===== src/rtl/lpe_pkg.sv =====
// ----------------------------------------------------------------------------
// lpe_pkg: shared types and constants for the LED pixel bit encoder
// Payload words, config register map, color order codes, lane control.
// ----------------------------------------------------------------------------
package lpe_pkg;

  localparam int RESET_SLOTS_DEF = 40;
  localparam int PIXEL_SLOTS_MAX = 32;
  localparam int NUM_LANES       = 4;

  localparam int ADDR_W = 4;
  localparam int DATA_W = 32;

  // Register indexes (paddr[3:2])
  localparam logic [1:0] REG_COLOR_ORDER = 2'd0;
  localparam logic [1:0] REG_BRIGHTNESS  = 2'd1;
  localparam logic [1:0] REG_DUTY_ONE    = 2'd2;
  localparam logic [1:0] REG_DUTY_ZERO   = 2'd3;

  // Reset values
  localparam logic [2:0]  COLOR_ORDER_RST = 3'd0;
  localparam logic [7:0]  BRIGHTNESS_RST  = 8'd255;
  localparam logic [15:0] DUTY_ONE_RST    = 16'd58;
  localparam logic [15:0] DUTY_ZERO_RST   = 16'd29;

  // Stored byte orders; anything else decodes as GRB
  localparam logic [2:0] BYTES_GRB  = 3'd0;
  localparam logic [2:0] BYTES_RGB  = 3'd1;
  localparam logic [2:0] BYTES_BRG  = 3'd2;
  localparam logic [2:0] BYTES_BGR  = 3'd3;
  localparam logic [2:0] BYTES_GRBW = 3'd4;
  localparam logic [2:0] BYTES_RGBW = 3'd5;

  // Item opcodes
  localparam logic OP_PIXEL = 1'b0;
  localparam logic OP_EOF   = 1'b1;

  typedef struct packed {
    logic       op;
    logic [7:0] byte0;
    logic [7:0] byte1;
    logic [7:0] byte2;
    logic [7:0] byte3;
  } lpe_in_t;

  typedef struct packed {
    logic [15:0] duty;
    logic        last;
  } lpe_out_t;

  typedef struct packed {
    logic [2:0]  color_order;
    logic [7:0]  brightness;
    logic [15:0] duty_one;
    logic [15:0] duty_zero;
  } lpe_cfg_t;

  // Pipeline enables shared by all lanes
  typedef struct packed {
    logic load_prod;
    logic load_scaled;
  } lpe_lane_ctl_t;

endpackage


===== src/rtl/lpe_cfg.sv =====
// ----------------------------------------------------------------------------
// lpe_cfg: APB register file
// Four config registers at byte offsets 0x0, 0x4, 0x8, 0xC; zero wait states.
// ----------------------------------------------------------------------------
module lpe_cfg
  import lpe_pkg::*;
(
  input  logic              clk,
  input  logic              rst,
  input  logic              psel,
  input  logic              penable,
  input  logic              pwrite,
  input  logic [ADDR_W-1:0] paddr,
  input  logic [DATA_W-1:0] pwdata,
  output logic [DATA_W-1:0] prdata,
  output logic              pready,
  output lpe_cfg_t          cfg
);

  logic       wr;
  logic [1:0] idx;

  assign pready = 1'b1;
  assign wr     = psel && penable && pwrite;
  assign idx    = paddr[3:2];

  always_ff @(posedge clk) begin
    if (rst) begin
      cfg.color_order <= COLOR_ORDER_RST;
      cfg.brightness  <= BRIGHTNESS_RST;
      cfg.duty_one    <= DUTY_ONE_RST;
      cfg.duty_zero   <= DUTY_ZERO_RST;
    end else if (wr) begin
      unique case (idx)
        REG_COLOR_ORDER: cfg.color_order <= pwdata[2:0];
        REG_BRIGHTNESS:  cfg.brightness  <= pwdata[7:0];
        REG_DUTY_ONE:    cfg.duty_one    <= pwdata[15:0];
        REG_DUTY_ZERO:   cfg.duty_zero   <= pwdata[15:0];
        default: ;
      endcase
    end
  end

  always_comb begin
    unique case (idx)
      REG_COLOR_ORDER: prdata = {29'd0, cfg.color_order};
      REG_BRIGHTNESS:  prdata = {24'd0, cfg.brightness};
      REG_DUTY_ONE:    prdata = {16'd0, cfg.duty_one};
      REG_DUTY_ZERO:   prdata = {16'd0, cfg.duty_zero};
      default:         prdata = '0;
    endcase
  end

endmodule


===== src/rtl/lpe_lane.sv =====
// ----------------------------------------------------------------------------
// lpe_lane: one color channel scaler
// Stage 1 registers value*brightness, stage 2 registers floor(product/255).
// ----------------------------------------------------------------------------
module lpe_lane
  import lpe_pkg::*;
(
  input  logic          clk,
  input  lpe_lane_ctl_t ctl,
  input  logic [7:0]    value,
  input  logic [7:0]    brightness,
  output logic [7:0]    scaled
);

  logic [15:0] prod;
  logic [15:0] sum;

  always_ff @(posedge clk) begin
    if (ctl.load_prod) begin
      prod <= {8'd0, value} * {8'd0, brightness};
    end
  end

  // x/255 for x <= 255*255: (x + 1 + x/256) / 256, no overflow in 16 bits
  assign sum = prod + 16'd1 + {8'd0, prod[15:8]};

  always_ff @(posedge clk) begin
    if (ctl.load_scaled) begin
      scaled <= sum[15:8];
    end
  end

endmodule


===== src/rtl/lpe_serializer.sv =====
// ----------------------------------------------------------------------------
// lpe_serializer: merge stage and output register
// Packs the lane bytes into one G,R,B,W bit stream and emits a duty word per
// slot, MSB first; end-of-frame items emit the zero-duty trailer.
// ----------------------------------------------------------------------------
module lpe_serializer
  import lpe_pkg::*;
#(
  parameter int RESET_SLOTS = RESET_SLOTS_DEF,
  parameter int SLOT_W      = 5
) (
  input  logic                      clk,
  input  logic                      rst,
  input  logic                      load,
  input  logic                      load_op,
  input  logic                      load_four,
  input  logic [NUM_LANES*8-1:0]    load_bits,
  input  logic [15:0]               duty_one,
  input  logic [15:0]               duty_zero,
  output logic                      out_valid,
  input  logic                      out_stall,
  output lpe_out_t                  out_data,
  output logic                      last_now
);

  localparam logic [SLOT_W-1:0] CNT_TRAILER = SLOT_W'(RESET_SLOTS - 1);
  localparam logic [SLOT_W-1:0] CNT_RGBW    = SLOT_W'(PIXEL_SLOTS_MAX - 1);
  localparam logic [SLOT_W-1:0] CNT_RGB     = SLOT_W'(PIXEL_SLOTS_MAX - 9);

  logic [NUM_LANES*8-1:0] bits;
  logic [SLOT_W-1:0]      cnt;
  logic                   op;

  assign last_now = (cnt == '0);

  always_ff @(posedge clk) begin
    if (rst) begin
      out_valid <= 1'b0;
      cnt       <= '0;
    end else if (load) begin
      out_valid <= 1'b1;
      cnt       <= (load_op == OP_EOF) ? CNT_TRAILER : (load_four ? CNT_RGBW : CNT_RGB);
    end else if (out_valid && !out_stall) begin
      if (last_now) begin
        out_valid <= 1'b0;
      end else begin
        cnt <= cnt - 1'b1;
      end
    end
  end

  always_ff @(posedge clk) begin
    if (load) begin
      bits <= load_bits;
      op   <= load_op;
    end else if (out_valid && !out_stall) begin
      bits <= {bits[NUM_LANES*8-2:0], 1'b0};
    end
  end

  always_comb begin
    if (op == OP_EOF) begin
      out_data.duty = '0;
    end else begin
      out_data.duty = bits[NUM_LANES*8-1] ? duty_one : duty_zero;
    end
    out_data.last = last_now;
  end

endmodule


===== src/rtl/led_pixel_pwm_bit_encoder_unit.sv =====
// ----------------------------------------------------------------------------
// led_pixel_pwm_bit_encoder_unit: LED pixel PWM bit encoder
// Turns pixels into per-bit PWM duty words (G,R,B[,W], MSB first) and ends
// frames with a zero-duty reset trailer.
// ----------------------------------------------------------------------------
//
//   channel | dir | handshake          | word
//   --------+-----+--------------------+-------------------------------------
//   in      | in  | in_valid/in_stall  | lpe_in_t  {op, byte0..byte3}
//   out     | out | out_valid/out_stall| lpe_out_t {duty, last}
//   apb     | in  | psel/penable/pready| color_order, brightness, duty_one/zero
//
// A pixel is 24 duty words (3-byte orders) or 32 (GRBW/RGBW) on the
// output; an end-of-frame word is RESET_SLOTS words. The output register
// sends one word per cycle while out_stall is low. out_valid rises once the input
// word has passed the product (set at the accept edge), scale and output registers.
// Reset (rst, sync) empties the pipeline and loads the register defaults.
// out_stall freezes the output word; the two lane stages keep filling behind
// it, so up to two more input words are taken while a result waits.
//
module led_pixel_pwm_bit_encoder_unit
  import lpe_pkg::*;
#(
  parameter int RESET_SLOTS = RESET_SLOTS_DEF
) (
  input  logic              clk,
  input  logic              rst,
  input  logic              in_valid,
  output logic              in_stall,
  input  lpe_in_t           in_data,
  output logic              out_valid,
  input  logic              out_stall,
  output lpe_out_t          out_data,
  input  logic              psel,
  input  logic              penable,
  input  logic              pwrite,
  input  logic [ADDR_W-1:0] paddr,
  input  logic [DATA_W-1:0] pwdata,
  output logic [DATA_W-1:0] prdata,
  output logic              pready
);

  // counter holds slots-1; at least wide enough for a 32-slot pixel
  localparam int MAX_SLOTS = (RESET_SLOTS > PIXEL_SLOTS_MAX) ? RESET_SLOTS
                                                               : PIXEL_SLOTS_MAX;
  localparam int SLOT_W    = $clog2(MAX_SLOTS);

  lpe_cfg_t      cfg;
  lpe_lane_ctl_t ctl;

  // pipeline occupancy and sideband
  logic a_valid, a_op, a_four;
  logic b_valid, b_op, b_four;
  logic ser_load, last_now;

  logic [7:0] lane_in  [NUM_LANES];
  logic [7:0] lane_out [NUM_LANES];
  logic       four;

  lpe_cfg u_cfg (
    .clk     (clk),
    .rst     (rst),
    .psel    (psel),
    .penable (penable),
    .pwrite  (pwrite),
    .paddr   (paddr),
    .pwdata  (pwdata),
    .prdata  (prdata),
    .pready  (pready),
    .cfg     (cfg)
  );

  // Color order crossbar: lanes are G, R, B, W
  always_comb begin
    lane_in[3] = in_data.byte3;
    four       = 1'b0;
    case (cfg.color_order)
      BYTES_RGB: begin
        lane_in[0] = in_data.byte1;
        lane_in[1] = in_data.byte0;
        lane_in[2] = in_data.byte2;
      end
      BYTES_BRG: begin
        lane_in[0] = in_data.byte2;
        lane_in[1] = in_data.byte1;
        lane_in[2] = in_data.byte0;
      end
      BYTES_BGR: begin
        lane_in[0] = in_data.byte1;
        lane_in[1] = in_data.byte2;
        lane_in[2] = in_data.byte0;
      end
      BYTES_GRBW: begin
        lane_in[0] = in_data.byte0;
        lane_in[1] = in_data.byte1;
        lane_in[2] = in_data.byte2;
        four       = 1'b1;
      end
      BYTES_RGBW: begin
        lane_in[0] = in_data.byte1;
        lane_in[1] = in_data.byte0;
        lane_in[2] = in_data.byte2;
        four       = 1'b1;
      end
      default: begin
        // GRB and the unused codes
        lane_in[0] = in_data.byte0;
        lane_in[1] = in_data.byte1;
        lane_in[2] = in_data.byte2;
      end
    endcase
  end

  // Flow control: each stage moves when the one after it frees up this cycle
  assign ser_load        = b_valid && (!out_valid || (!out_stall && last_now));
  assign ctl.load_scaled = a_valid && (!b_valid || ser_load);
  assign in_stall        = a_valid && !ctl.load_scaled;
  assign ctl.load_prod   = in_valid && !in_stall;

  always_ff @(posedge clk) begin
    if (rst) begin
      a_valid <= 1'b0;
      b_valid <= 1'b0;
    end else begin
      if (ctl.load_prod) begin
        a_valid <= 1'b1;
      end else if (ctl.load_scaled) begin
        a_valid <= 1'b0;
      end
      if (ctl.load_scaled) begin
        b_valid <= 1'b1;
      end else if (ser_load) begin
        b_valid <= 1'b0;
      end
    end
  end

  always_ff @(posedge clk) begin
    if (ctl.load_prod) begin
      a_op   <= in_data.op;
      a_four <= four;
    end
    if (ctl.load_scaled) begin
      b_op   <= a_op;
      b_four <= a_four;
    end
  end

  for (genvar i = 0; i < NUM_LANES; i++) begin : g_lane
    lpe_lane u_lane (
      .clk        (clk),
      .ctl        (ctl),
      .value      (lane_in[i]),
      .brightness (cfg.brightness),
      .scaled     (lane_out[i])
    );
  end

  lpe_serializer #(
    .RESET_SLOTS (RESET_SLOTS),
    .SLOT_W      (SLOT_W)
  ) u_ser (
    .clk       (clk),
    .rst       (rst),
    .load      (ser_load),
    .load_op   (b_op),
    .load_four (b_four),
    .load_bits ({lane_out[0], lane_out[1], lane_out[2], lane_out[3]}),
    .duty_one  (cfg.duty_one),
    .duty_zero (cfg.duty_zero),
    .out_valid (out_valid),
    .out_stall (out_stall),
    .out_data  (out_data),
    .last_now  (last_now)
  );

endmodule


===== config.mk =====
export PLATFORM = sky130hd
export DESIGN_NAME = led_pixel_pwm_bit_encoder_unit
export DESIGN_NICKNAME = d
export VERILOG_FILES = /design/src/rtl/lpe_pkg.sv /design/src/rtl/lpe_cfg.sv /design/src/rtl/lpe_lane.sv /design/src/rtl/lpe_serializer.sv /design/src/rtl/led_pixel_pwm_bit_encoder_unit.sv
export SDC_FILE = /design/constraint.sdc
export NUM_CORES = 1
export LEC_CHECK = 0
export ABC_AREA = 1
export BUFFER_PORTS_ARGS = -buffer_cell sky130_fd_sc_hd__buf_2
export CORE_ASPECT_RATIO = 0.75
export CORE_UTILIZATION = 29
export CTS_CLUSTER_SIZE = 28
export DETAILED_ROUTE_END_ITERATION = 7
export PLACE_DENSITY = 0.44
export SETUP_SLACK_MARGIN = 0.1
export SYNTH_ARGS = -nofsm -noshare
export SYNTH_HDL_FRONTEND = slang
export SYNTH_SLANG_ARGS = --single-unit

===== constraint.sdc =====
create_clock -name clk -period 13.8 [get_ports clk]
set_clock_uncertainty 0.2 [all_clocks]
set_input_delay 1.38 -clock clk [delete_from_list [all_inputs] [get_ports clk]]
set_output_delay 1.38 -clock clk [all_outputs]
set_load 0.02 [all_outputs]

==> results.yml, run 1 <==
job:
  max-cap-violations: 0
critical_path:
  critPathCaptureType: "register"
  worstPathCellList: "o21ai_4 -> a21oi_1 -> nor2_1 -> fa_1 -> inv_1 -> fa_1 -> fa_1 -> fa_1 -> inv_1 -> ha_1 -> nand2_1 -> o21ai_0 -> nand3_1 -> nand4_1 -> nand2_1"
  arrival_ns: 6.16
  ff2ff_path_depth: 15
  r2r-start: "u_cfg.cfg[40]$_SDFFE_PP0P_"
  critPathKind: "register to register"
  reg2reg_to: "g_lane[1].u_lane.prod[15]$_DFFE_PP_"
  critical-path-max-stage-delay_ns: 1.06
  ff2ff_setup_slack_ns: 7.65
  worstSetupStartpointType: "register"
  cpMostUsedCell: "fa_1"
  slowest_stage: "a21oi_1"
  required_ns: 13.81
  path_max_fanout: 19
detailed_routing:
  ant_nets: 0
  routedWlPerCell_um: 15.2
  vias: 14400
  drt_iter0_markers: 819
  wirelength_mm: 47.1
  vias_per_cell: 4.65
  firstDrtPassIters: 6
  drc_errors: 0
placed_design:
  numPortBuffers: 92
  dp_hpwl_mm: 36.6
  gp_congestion: 0.856
clock_tree:
  cts_sinks: 185
  cts.clk_slew.worst_paths_ns: 0.08
  clk_path_buf_depth: 2
  cts_buffers: 17
  cts_setup_buffers: 0
  root_buffer: "clkbuf_16"
  cts_resized: 0
  htree_levels: 4
  clock_latency_ns: 0.46
  cts_hold_buf: 0
  cts_tree: "yes"
timing:
  rsz0062_at_grt: "false"
  fin_setup_tns_ns: 0
  hold_violations: 0
  max_freq_mhz: 163
  fin_crit_sh: 0.446
  whs_ns: 0.225
  setup_viol: 0
  drv_slew: 0
  relSlewSlack: 0.162
  worst_slew_pin_slew_ns: 1.26
  final.min_clock_period_ns: 6.15
synthesis:
  syn_area_per_cell_um2: 8.01
  synth_area_leader_cell: "edfxtp_1"
  synth_seq_cells: 185
  syn_area_um2: 17900
  synth-main-ff-cell: "edfxtp_1"
  synth_area_leaders: "edfxtp_1 (22%), fa_1 (16%), ha_1 (12%)"
  synthDominantCellAreaShare: 0.223
  synth_cell_types: 46
  yosys-top-cells-count: "nand2_1 (473), inv_1 (359), nor2_1 (325)"
  synth_enable_flop_cells: 133
  ys_seq_area_frac: 0.281
  async_reset_ff_frac: 0
  yosysMostFrequentCell: "nand2_1"
  ys_warn_count: 0
  syn_inst: 2234
power:
  powerDensity_nw_per_um2: 216
  ir_worst_vdd_mv: 0.100
  leakage_nw: 9.79
min_path:
  min_to: "b_four$_DFFE_PP_"
  holdCritPathClass: "register to register"
  min-delay-start: "a_four$_DFFE_PP_"
  whs_path_depth: 0
floorplan:
  core_area_um2: 60700
  die_x_um: 289
  io_pins: 128
  die-area_um2: 62700
  die_height_um: 217
  row_count: 78
  start_util: 0.295
cells_and_area:
  fin_nets: 2691
  nFillCells: 6488
  area_growth_pct: 10.2
  antenna_cells: 0
  drive_above_1_share: 0.0827
global_route:
  grt_max_degree: 67
  track_usage: 0.158
  grt_pass1_wl_mm: 78.3
  grt_overflow_total: 0
  grt_pass1_vias: 14400
  antenna_found_initial: 0
outcome:
  run_status: "complete, no violations"
[worst max-delay path by stage]
stage	startpoint	to	slack, ns	depth (start not counted)
global placement	in_data[28]	g_lane[1].u_lane.prod[12]$_DFFE_PP_	7.48	18
finish	u_cfg.cfg[40]$_SDFFE_PP0P_	g_lane[1].u_lane.prod[15]$_DFFE_PP_	7.65	15
global route	u_cfg.cfg[40]$_SDFFE_PP0P_	g_lane[1].u_lane.prod[15]$_DFFE_PP_	7.39	15
detailed placement	in_data[28]	g_lane[1].u_lane.prod[12]$_DFFE_PP_	7.43	18
floorplan	in_data[12]	g_lane[1].u_lane.prod[12]$_DFFE_PP_	8.43	17
CTS	u_cfg.cfg[40]$_SDFFE_PP0P_	g_lane[1].u_lane.prod[12]$_DFFE_PP_	7.74	16
[through the flow]
stage	std cells	area, µm²	utilization	power [mW]	worst slack, ns
after CTS	3109	19700	0.325	4.28	7.74
after global placement	3078	19100	0.315	3.75	7.48
after floorplan	2249	18000	-	3.06	8.43
after global routing	3109	19700	0.325	4.76	7.39
after detailed placement	3078	19100	0.315	3.75	7.43
final	3109	19700	0.325	4.25	7.65
[cell families after synthesis]
| kind of cell | share of synthesized area |
|---|---|
| AND/OR/NAND/NOR | 0.226 |
| buffers and inverters | 0.0997 |
| adder cells (fa/ha/maj) | 0.283 |
| AO/OA/AOI/OAI | 0.0894 |
| flip-flops | 0.281 |
| XOR/XNOR | 0.0210 |
| other | 0.000420 |
[placed cells by master, fill, tap and decap left out, types with 16 or more instances in the layout]
master and n:
a21oi_1 96, buf_2 92, clkbuf_16 17, conb_1 17, dfxtp_1 52, edfxtp_1 133
fa_1 144, ha_1 174, inv_1 358, nand2_1 473, nand3_1 84, nand4_1 30
nor2_1 325, o211ai_1 19, o21ai_0 85, xnor2_1 16, xor2_1 27
[metal layers]
metal	vias up	GRT usage	routed length, µm
li1	7215	-	-
met1	6886	0.247	25600
met2	329	0.229	19100
met3	16	0.0192	2110
met4	0	0.0323	358
met5	-	0	0
[area by class of cell]
cell class              instances  area, µm²  area share
clock buffers                  18        429      0.0218
inverters                     367       1390      0.0702
clock inverters                13        159     0.00806
flip-flops and latches        185       5030       0.255
multi-input cells            1619      11100       0.565
well taps                     800       1000      0.0508
repair buffers                107        573      0.0291
[power by group]
group	switching, mW	total, mW	internal (mW)
sequential	0.129	1.02	0.888
clock	0.234	0.505	0.271
combinational	1.71	2.73	1.02
total	2.07	4.25	2.18
[sequential cells by signal, indices dropped and copies added, names as in the netlist]
signal and count:
a_op 1, a_valid 1, g_lane.u_lane.scaled 32, u_ser.out_valid 1, g_lane.u_lane.prod 64, b_valid 1, u_ser.op 1, b_op 1
a_four 1, b_four 1, u_cfg.cfg 43, u_ser.cnt 6, u_ser.bits 32
[worst max-delay path: cells and delay by family (launching register included)]
kind                       cells  cell delay (ns)
adders and majority gates      5             2.19
buffers and inverters          2             0.11
AOI/OAI and AO/OA              3             1.74
and+or+nand+nor                5             0.61
DFF                            1             1.01
Power figures use the tool's default switching activity.
==> run 2, diff against run 1 <==
Settings changed: PLACE_DENSITY 0.44 to 0.46.
Clock period 13.8 ns to 5.01 ns, I/O delays scaled along.
==> run 2 against run 1 <==
- cell count up 2.5%
- clock power grew to 2.6 times the previous value
- combinational power grew to 3.2 times the previous value
- fmax up 27%
- register-to-register slack got worse by 7.5 ns
- largest power group unchanged
- sequential share of layout area shrank 1.2 points
- hold slack got worse by 0.16 ns
- via count increased by 2.6%
- global-route usage decreased by 0.11 points
==> results.yml, run 2 (synthesis results as in run 1) <==
floorplan:
  die_x_um: 289
  row_count: 78
  die-area_um2: 62700
  die_height_um: 217
  core_area_um2: 60700
  io_pins: 128
  start_util: 0.295
cells_and_area:
  largestRegisters: "g_lane.u_lane.prod: 64 flops, u_cfg.cfg: 43 flops"
  largest_reg_flops: 64
  antenna_cells: 0
  layout_common_cells: "nand2_1 (457), inv_1 (349), nor2_1 (309)"
  fin_nets: 2767
  area_growth_pct: 15.8
  layout_commonest_cell: "nand2_1"
  final_cells: 3186
  fin_area_um2: 20700
  seq_area_um2: 5040
  drive_above_1_share: 0.148
  multi_input_area_um2: 11500
  fin_util: 0.341
  top_register: "g_lane.u_lane.prod"
  nFillCells: 6428
clock_tree:
  clock_latency_ns: 0.47
  htree_levels: 4
  cts_tree: "yes"
  root_buffer: "clkbuf_16"
  clk_path_buf_depth: 2
  cts.clk_slew.worst_paths_ns: 0.08
  cts_sinks: 185
  cts_buffers: 17
detailed_routing:
  ant_nets: 0
  wirelength_mm: 47.2
  vias_per_cell: 4.65
  firstDrtPassIters: 5
  vias: 14800
  drc_errors: 0
  drt_iter0_markers: 874
  routedWlPerCell_um: 14.8
power:
  leakage_nw: 10.2
  p_sw_frac: 0.488
  powerDensity_nw_per_um2: 621
  p_int_mw: 6.58
  pwr-share-clk: 0.104
  combPwrFrac: 0.680
  ir_worst_vdd_mv: 0.409
  seqPwrFrac: 0.217
  switchingPower_mw: 6.29
critical_path:
  cpMostUsedCell: "buf_6"
  r2r-start: "u_cfg.cfg[41]$_SDFFE_PP0P_"
  critPathKind: "register to register"
  required_ns: 5.03
  worstSetupStartpointType: "register"
  arrival_ns: 4.88
  slowest_stage: "fa_2"
  worstPathCellList: "inv_4 -> nor2_4 -> clkinv_4 -> buf_6 -> buf_6 -> o21ai_4 -> buf_6 -> nor2_2 -> fa_2 -> fa_1 -> fa_1 -> inv_2 -> fa_1 -> inv_2 -> ha_4 -> nand2_4 -> inv_4 -> nand3_2 -> nand2_2 -> nand2_2 -> buf_6 -> nand3_2 -> nand2_2"
  critPathCaptureType: "register"
  critical-path-max-stage-delay_ns: 0.59
  critPathLaunch: "u_cfg.cfg[41]$_SDFFE_PP0P_"
  path_max_fanout: 6
placed_design:
  placed_area_um2: 19600
  gp_congestion: 0.863
  numPortBuffers: 92
  dp_slack_ns: -0.0437
  dp_cells: 3138
  dp_hpwl_mm: 37.2
global_route:
  grt_pass1_vias: 14600
  antenna_found_initial: 0
  grt_overflow_total: 0
  grt_max_degree: 46
  track_usage: 0.157
  grt_pass1_wl_mm: 78.1
min_path:
  holdCritPathClass: "input pin to register"
  min-delay-start: "pwdata[15]"
timing:
  fin_setup_tns_ns: 0
  fin_crit_sh: 0.970
  relSlewSlack: 0.304
  setup_ws_ns: 0.152
  max_freq_mhz: 206
  final.min_clock_period_ns: 4.86
  drv_slew: 0
  rsz0062_at_grt: "true"
  hold_violations: 0
  worst_slew_pin_slew_ns: 1.04
  setup_viol: 0
job:
  max-cap-violations: 0
outcome:
  run_status: "complete, no violations"
==> run 2: final timing paths <==
check / to / slack, ns / depth (start not counted)
setup / recovery: g_lane[2].u_lane.prod[14]$_DFFE_PP_ / 0.15 / 23
setup reg to reg: g_lane[2].u_lane.prod[14]$_DFFE_PP_ / 0.15 / 23
hold reg to reg: b_four$_DFFE_PP_ / 0.22 / 0
hold / removal: u_cfg.cfg[15]$_SDFFE_PP0P_ / 0.06 / 3
==> run 2: critical path: cells and delay by family (launching register included) <==
kind            cells  cell delay [ns]
fa+ha+maj           5             2.37
simple gates        8             0.62
buf+inv             9             0.87
compound gates      1             0.17
flops               1             0.38
==> run 2: cell type report <==
type	count	share of cell area
multi-input cells	1619	0.556
flip-flops and latches	185	0.243
inverters	367	0.0671
repair buffers	183	0.0589
well taps	800	0.0483
clock buffers	17	0.0205
clock inverters	15	0.00634
==> run 2: metrics by stage <==
stage               power, mW  hold WS, ns
floorplan                8.42        0.200
global route             14.2       0.0573
detailed placement       10.5        0.211
finish                   12.9       0.0639
global placement         10.5        0.208
CTS                      12.0       0.0380
==> run 2: power groups by stage <==
stage          clock network (mW)  logic [mW]  registers, mW
2_1_floorplan                   0        5.76           2.66
3_3_place_gp                    0        7.67           2.82
3_5_place_dp                    0        7.69           2.82
4_1_cts                      1.39        7.83           2.79
5_1_grt                      1.43        9.96           2.84
6_report                     1.33        8.75           2.79
==> run 2: layer usage <==
metal,wire length (µm),GRT usage
met1,24500,0.237
met3,2410,0.0267
met2,19700,0.231
met4,556,0.0330
met5,0,0
==> run 2: timing repair <==
item / in CTS / in global routing
hold endpoints to repair: 1 / 0
pin swaps: 0 / 32
hold buffers: 1 / 0
resized for setup: 10 / 122
endpoints found under the setup margin: 19 / 26
buffers inserted: 1 / 14
